==> config.mk <==
export PLATFORM = sky130hd
export DESIGN_NAME = spi_tx_packet_queue_sequencer
export DESIGN_NICKNAME = d
export VERILOG_FILES = /design/src/rtl/spitx_pkg.sv /design/src/rtl/spi_tx_packet_queue_sequencer.sv
export SDC_FILE = /design/constraint.sdc
export NUM_CORES = 2
export LEC_CHECK = 0
export BUFFER_PORTS_ARGS = -buffer_cell sky130_fd_sc_hd__buf_4
export CORE_AREA = 2 2 488 853
export DETAILED_ROUTE_END_ITERATION = 8
export DIE_AREA = 0 0 490 855
export SKIP_LAST_GASP = 1
export SLEW_MARGIN = 20
export SYNTH_ARGS = -nofsm -noshare
export SYNTH_HDL_FRONTEND = slang
export SYNTH_SLANG_ARGS = --single-unit
==> constraint.sdc <==
create_clock -name i_clk -period 6.9 [get_ports i_clk]
set_input_delay 1.035 -clock i_clk [delete_from_list [all_inputs] [get_ports i_clk]]
set_output_delay 1.035 -clock i_clk [all_outputs]
set_load 0.02 [all_outputs]
==> src/rtl/spitx_pkg.sv <==
// ----------------------------------------------------------------------------
// spitx_pkg
// Operation, push status and send phase codes shared by the transmit queue.
// ----------------------------------------------------------------------------
package spitx_pkg;

    typedef logic [1:0] t_op;
    typedef logic [1:0] t_status;
    typedef logic [1:0] t_phase;

    localparam t_op OP_PUSH  = 2'd0;
    localparam t_op OP_TICK  = 2'd1;
    localparam t_op OP_FETCH = 2'd2;

    localparam t_status ST_NONE      = 2'd0;
    localparam t_status ST_COMMITTED = 2'd1;
    localparam t_status ST_DROP_FULL = 2'd2;
    localparam t_status ST_DROP_LEN  = 2'd3;

    localparam t_phase PH_IDLE   = 2'd0;
    localparam t_phase PH_ACTIVE = 2'd1;
    localparam t_phase PH_WAIT   = 2'd2;

endpackage

==> src/rtl/spi_tx_packet_queue_sequencer.sv <==
// ----------------------------------------------------------------------------
// spi_tx_packet_queue_sequencer
// Ring of fixed-length packet slots in one byte-wide memory, feeding a
// three-phase transmit sequencer (idle, transfer active, wait shifter idle).
// ----------------------------------------------------------------------------
// One item is taken per clock while the result register is free or being
// taken, so the block sustains one beat per cycle; each result is registered
// and appears in the cycle after its item. The packet store is a single
// memory of QUEUE_SLOTS * PACKET_BYTES bytes with one write port (pushes) and
// one read port (fetches) whose data is registered with the rest of the result.
// A push only writes the slot at the head, a fetch only reads the slot at the
// tail while a transfer is under way, and those two slots never coincide, so
// no forwarding is needed. The store is not cleared after reset: only slots
// holding a committed packet are ever read. A result held by downstream stall
// stalls the input side.
module spi_tx_packet_queue_sequencer
    import spitx_pkg::*;
#(
    parameter int PACKET_BYTES = 64,
    parameter int QUEUE_SLOTS  = 8
) (
    input  logic       i_clk,
    input  logic       i_rst_n,
    // item channel
    input  logic       i_in_valid,
    output logic       o_in_stall,
    input  logic [1:0] i_operation,
    input  logic [7:0] i_data_byte,
    input  logic       i_packet_last,
    input  logic [5:0] i_byte_offset,
    input  logic       i_transfer_done,
    input  logic       i_shifter_busy,
    // result channel
    output logic       o_out_valid,
    input  logic       i_out_stall,
    output logic [1:0] o_push_status,
    output logic [7:0] o_fetched_byte,
    output logic       o_start_transfer,
    output logic       o_chip_select_active,
    output logic       o_queue_full,
    output logic       o_queue_empty,
    output logic [1:0] o_phase_now
);

    localparam int DEPTH = QUEUE_SLOTS * PACKET_BYTES;
    localparam int AW    = (DEPTH > 1) ? $clog2(DEPTH) : 1;
    localparam int SW    = $clog2(QUEUE_SLOTS);
    localparam int FW    = $clog2(PACKET_BYTES + 2);

    localparam logic [SW-1:0] LAST_SLOT = SW'(QUEUE_SLOTS - 1);
    localparam logic [FW-1:0] FILL_SAT  = FW'(PACKET_BYTES + 1);
    localparam logic [FW-1:0] FILL_PKT  = FW'(PACKET_BYTES);

    // state
    logic [SW-1:0] r_head, n_head;
    logic [SW-1:0] r_tail, n_tail;
    logic [FW-1:0] r_fill, n_fill;
    logic          r_disc, n_disc;
    t_phase        r_phase, n_phase;

    // result register
    logic          r_out_valid;
    t_status       r_status, n_status;
    logic          r_start, n_start;
    logic          r_fetch_ok;
    logic          r_full, r_empty;
    t_phase        r_phase_out;

    // packet store
    logic [7:0]    mem [DEPTH];
    logic [7:0]    r_rd_data;
    logic          mem_we;
    logic [AW-1:0] wr_addr;
    logic [AW-1:0] rd_addr;
    logic          fetch_ok;

    logic          in_acc;
    logic          full_now;
    logic          disc_eff;
    logic [FW-1:0] total;
    logic [SW-1:0] head_inc;
    logic [SW-1:0] tail_inc;

    assign o_in_stall = r_out_valid && i_out_stall;
    assign in_acc     = i_in_valid && !o_in_stall;

    assign head_inc = (r_head == LAST_SLOT) ? '0 : r_head + 1'b1;
    assign tail_inc = (r_tail == LAST_SLOT) ? '0 : r_tail + 1'b1;
    assign full_now = (head_inc == r_tail);

    // the full test is made on the first byte only
    assign disc_eff = r_disc || ((r_fill == '0) && full_now);
    assign total    = (r_fill == FILL_SAT) ? r_fill : r_fill + 1'b1;

    assign wr_addr = AW'(AW'(r_head) * AW'(PACKET_BYTES)) + AW'(r_fill);
    assign rd_addr = AW'(AW'(r_tail) * AW'(PACKET_BYTES)) + AW'(i_byte_offset);

    assign fetch_ok = (r_phase inside {PH_ACTIVE, PH_WAIT})
                   && (32'(i_byte_offset) < PACKET_BYTES);

    always_comb begin
        n_head   = r_head;
        n_tail   = r_tail;
        n_fill   = r_fill;
        n_disc   = r_disc;
        n_phase  = r_phase;
        n_status = ST_NONE;
        n_start  = 1'b0;
        mem_we   = 1'b0;
        case (i_operation)
            OP_PUSH: begin
                mem_we = !disc_eff && (32'(r_fill) < PACKET_BYTES);
                if (i_packet_last) begin
                    if (total != FILL_PKT) begin
                        n_status = ST_DROP_LEN;
                    end else if (disc_eff) begin
                        n_status = ST_DROP_FULL;
                    end else begin
                        n_head   = head_inc;
                        n_status = ST_COMMITTED;
                    end
                    n_fill = '0;
                    n_disc = 1'b0;
                end else begin
                    n_fill = total;
                    n_disc = disc_eff;
                end
            end
            OP_TICK: begin
                case (r_phase)
                    PH_ACTIVE: begin
                        if (i_transfer_done) begin
                            n_phase = PH_WAIT;
                        end
                    end
                    PH_WAIT: begin
                        if (!i_shifter_busy) begin
                            n_tail  = tail_inc;
                            n_phase = PH_IDLE;
                        end
                    end
                    default: begin
                        n_phase = PH_IDLE;
                        if (r_head != r_tail) begin
                            n_phase = PH_ACTIVE;
                            n_start = 1'b1;
                        end
                    end
                endcase
            end
            default: begin
            end
        endcase
    end

    always_ff @(posedge i_clk) begin
        if (!i_rst_n) begin
            r_head      <= '0;
            r_tail      <= '0;
            r_fill      <= '0;
            r_disc      <= 1'b0;
            r_phase     <= PH_IDLE;
            r_out_valid <= 1'b0;
        end else begin
            if (in_acc) begin
                r_head  <= n_head;
                r_tail  <= n_tail;
                r_fill  <= n_fill;
                r_disc  <= n_disc;
                r_phase <= n_phase;
            end
            if (in_acc) begin
                r_out_valid <= 1'b1;
            end else if (!i_out_stall) begin
                r_out_valid <= 1'b0;
            end
        end
    end

    // result payload, loaded with each accepted item
    always_ff @(posedge i_clk) begin
        if (in_acc) begin
            r_status    <= n_status;
            r_start     <= n_start;
            r_fetch_ok  <= (i_operation == OP_FETCH) && fetch_ok;
            r_full      <= ((n_head == LAST_SLOT) ? '0 : n_head + 1'b1) == n_tail;
            r_empty     <= (n_head == n_tail);
            r_phase_out <= n_phase;
        end
    end

    always_ff @(posedge i_clk) begin
        if (in_acc && mem_we) begin
            mem[wr_addr] <= i_data_byte;
        end
    end

    // read only on a valid fetch so the data holds while the result is stalled
    always_ff @(posedge i_clk) begin
        if (in_acc && (i_operation == OP_FETCH) && fetch_ok) begin
            r_rd_data <= mem[rd_addr];
        end
    end

    assign o_out_valid          = r_out_valid;
    assign o_push_status        = r_status;
    assign o_fetched_byte       = r_fetch_ok ? r_rd_data : 8'd0;
    assign o_start_transfer     = r_start;
    assign o_chip_select_active = (r_phase_out != PH_IDLE);
    assign o_queue_full         = r_full;
    assign o_queue_empty        = r_empty;
    assign o_phase_now          = r_phase_out;

    // a slot under transfer is never the slot being filled
    a_send_slot_busy : assert property (@(posedge i_clk) disable iff (!i_rst_n)
        (r_phase == PH_ACTIVE || r_phase == PH_WAIT) |-> (r_head != r_tail))
        else $error("transfer in progress with empty ring");

    a_start_phase : assert property (@(posedge i_clk) disable iff (!i_rst_n)
        (o_out_valid && o_start_transfer) |-> (o_phase_now == PH_ACTIVE))
        else $error("start pulse outside active phase");

    a_commit_nonempty : assert property (@(posedge i_clk) disable iff (!i_rst_n)
        (o_out_valid && o_push_status == ST_COMMITTED) |-> !o_queue_empty)
        else $error("committed packet but ring reports empty");

    a_release_slot : assert property (@(posedge i_clk) disable iff (!i_rst_n)
        (in_acc && i_operation == OP_TICK && r_phase == PH_WAIT && !i_shifter_busy)
        |=> (r_tail != $past(r_tail)))
        else $error("slot not released on shifter idle");

endmodule

==> reports/qor.yml <==
die:
  pin_count: 41
  floorplan.die.height_um: 855
  placementRows: 312
  design.core.area_um2: 411800
  floorplan.die_area_um2: 419000
  initial_cell_density_of_the_core_pct: 39.82
  die_w_um: 490
logic_synthesis:
  syn-instance-count: 8282
  post_synth_most_frequent_cells: "4112 x sky130_fd_sc_hd__edfxtp_1, 761 x sky130_fd_sc_hd__mux2i_1, 636 x sky130_fd_sc_hd__nor2_1"
  biggest_area_consumer_among_synthesized_cells: "sky130_fd_sc_hd__edfxtp_1"
  asyncSetResetFlopFracSynth_pct: 0
  synth_nets: 8320
  post_synth.cell_area_avg_um2: 19.80
  synth_enable_flop_cells: 4112
  post_synth_instance_area_um2: 164000
  synth-seq-area-share_pct: 75.49
  yosysMostFrequentCell: "sky130_fd_sc_hd__edfxtp_1"
  ys_ff_latch: 4129
  ys.flop_type: "sky130_fd_sc_hd__edfxtp_1"
  synth-warning-count: 0
  post_synth_main_area_contributors: "sky130_fd_sc_hd__edfxtp_1 75%, sky130_fd_sc_hd__mux4_2 7.3%, sky130_fd_sc_hd__mux2i_1 4.6%"
  yosysTopAreaCellShare_pct: 75.29
  synthDistinctLibCells: 103
layout:
  filler_cell_count: 34750
  flow.area_growth_from_synthesis_pct: 10.66
  nNetsFinal: 8423
  multi_input_comb_area_um2: 36350
  layout_cells_sized_above_1_pct: 16.99
  area.sequential_um2: 123800
  final_cell_count_no_fill: 14170
critical_path:
  worst_path_largest_cell_delay_ns: 0.95
  crit_path_end_kind: "register"
  crit_path_cell_trace: "buf_4 -> and3b_2 -> nand2_1 -> buf_4 -> o21ai_0 -> nor3_1 -> nand4_1 -> nand4_1 -> and3_1"
  critical-path-slowest-cell: "sky130_fd_sc_hd__and3b_2"
  critical_path_maximum_fanout: 25
  timing.critical_path.arrival_ns: 5.77
  timing.critical_path.max_delay_family: "simple AND/OR/NAND/NOR gates"
  worstPathRequired_ns: 7.59
  critical_path_buf_inv_count: 2
  startpoint_type_of_the_worst_setup_path: "register"
  criticalPathCategory: "register to register"
detailed_routing:
  avgRoutedWirePerCell_um: 34.16
  firstDrtPassIters: 6
  antenna_violating_nets_post_route: 0
  detail_routed_via_count_per_cell: 5.883
  drc: 0
  via_count: 83350
  drt_iter0_drc: 9081
  routed_wire_length_mm: 484.0
cts:
  cts_repair_resize_count: 0
  holdBufCountCts: 0
  ctsLongestPathBuffers: 4
  clkSinkCount: 4129
  cts.reportedPaths.clkPinSlew_ns: 0.07
  postcts_setup_bufs: 0
  cts_max_level: 5
  clock_tree.root_cell: "sky130_fd_sc_hd__clkbuf_16"
  insertion_delay_ns: 0.96
  numCtsBuffers: 344
  tritoncts_clock_tree: "yes"
hold_path:
  timing.hold.worst.class: "input port to register"
grt:
  globalRoute.totalOverflow: 0
  vias_in_the_first_global_route: 85740
  grtUsageMet2_pct: 40.85
  globalRouteMet3Util_pct: 2.944
  busiest_layer: "met2"
  grt_start_max_net_pins: 184
  grt_use_met1_pct: 24.15
  groute.usage.overall_pct: 22.65
  number_of_antenna_violations_at_the_first_check_in_global_routing: 25
  grt_pass1_wl_mm: 673.0
placed_design:
  globalplace.congestion: 0.9157
  io_buffers: 40
  total_half_perimeter_wirelength_after_legalization_and_detailed_placement_mm: 311.5
  place.detailed.instances: 13530
sta:
  layout_min_cycle_time_ns: 5.075
  fmaxAchievable_mhz: 197.1
  unrepaired_setup_endpoints_after_global_routing: "no"
  fin_worst_hold_slack_ns: 0.3164
  max_slew_violations: 0
  worst_slew_pin_slew_ns: 1.232
  maxSlewHeadroom_pct: 17.77
  finalSetupViolations: 0
  hold_violations: 0
  post-route-period-util_pct: 73.54
  fin_worst_skew_ns: 0.06838
pwr:
  max-vdd-ir-drop_v: 0.0002097
  leakagePower_nw: 56.86
  pwr_density_cell_nw_per_um2: 277.2
flow_run:
  max-cap-violations: 0
outcome:
  outcome: "finished clean"
-- report_power, final --
| part | switching (W) | internal [W] |
|---|---|---|
| registers | 0.0000138 | 0.0276 |
| clock network | 0.00906 | 0.0110 |
| logic | 0.00185 | 0.000825 |
| total | 0.0109 | 0.0394 |
-- cell families after synthesis --
kind of cell | after synthesis | share of synthesized area [%]
buffers and inverters | 544 | 2.591
xor gates and xnor gates | 14 | 0.07476
AOI/OAI and AO/OA | 1027 | 4.436
muxes | 1466 | 14.36
DFF | 4129 | 75.49
adders and majority gates | 15 | 0.1144
and+or+nand+nor | 1087 | 2.932
-- flip-flops by register name, summed over array words and instances (netlist names) --
name	flops
o_queue_full	1
r_disc	1
o_push_status	2
r_phase	2
o_phase_now	2
o_out_valid	1
r_fetch_ok	1
r_tail	3
r_rd_data	8
o_queue_empty	1
o_start_transfer	1
r_head	3
mem	4096
r_fill	7
-- worst paths after layout --
| path | from | to | slack [ns] | cells after the start |
|---|---|---|---|---|
| worst max-delay path | r_tail[0]$_SDFFE_PN0P_ | r_rd_data[5]$_DFFE_PP_ | 1.83 | 9 |
| worst min-delay path | i_in_valid | o_out_valid$_SDFFE_PN0P_ | 0.32 | 2 |
| worst max register to register | r_tail[0]$_SDFFE_PN0P_ | r_rd_data[5]$_DFFE_PP_ | 1.83 | 9 |
| worst min register to register | r_disc$_SDFFE_PN0P_ | r_disc$_SDFFE_PN0P_ | 0.54 | 2 |
-- final cells by class --
class	instances	share of cell area (%)
well taps	5495	3.788
multi-input cells	3609	20.03
clock inverters	211	1.203
repair buffers	287	1.702
flip-flops and latches	4129	68.22
clock buffers	408	5.004
diodes	14	0.01930
inverters	14	0.03723
-- placed cells by master, fill, tap and decap left out, drive strengths merged, types with 12 or more instances in the layout --
cell type and n:
edfxtp 4112, a211oi 28, mux2i 761, and2 36, o21a 17, bufinv 41, a2111oi 12, mux4 665
o211ai 12, diode 14, nand2 172, o21ai 118, nor4 19, nor3 43, clkinvlp 25, o221ai 269
a22oi 40, clkinv 135, inv 24, mux2 40, o22ai 192, clkbuf 408, a21oi 177, dfxtp 17
a31oi 45, nor2b 21, ha 15, nand4 24, a221oi 19, nor2 636, buf 287, nand3 61
-- metrics by stage --
step	TNS [ns]	instance area, µm²	setup slack [ns]	util, %	power, W
global placement	-0.1568	169800	-0.08167	41.23	0.03075
global route	0	181500	1.843	44.06	0.05145
floorplan	0	164000	3.633	-	0.02954
finish	0	181500	1.825	44.07	0.05032
detailed placement	0	170100	1.015	41.31	0.03081
CTS	0	181400	1.972	44.05	0.05051
-- layer usage --
metal | wire length [µm] | up-vias
met5 | 46 | -
met4 | 42080 | 6
met3 | 28840 | 1029
met1 | 158200 | 44020
li1 | - | 34510
met2 | 254700 | 3782
-- worst register-to-register path, delay by kind of cell, from the launching register on --
kind / cells / cell delay [ns]
and+or+nand+nor: 6 / 3.29
buffers and inverters: 2 / 0.96
DFF: 1 / 0.38
AOI/OAI and AO/OA: 1 / 0.19
(Power assumes the default switching activity.)
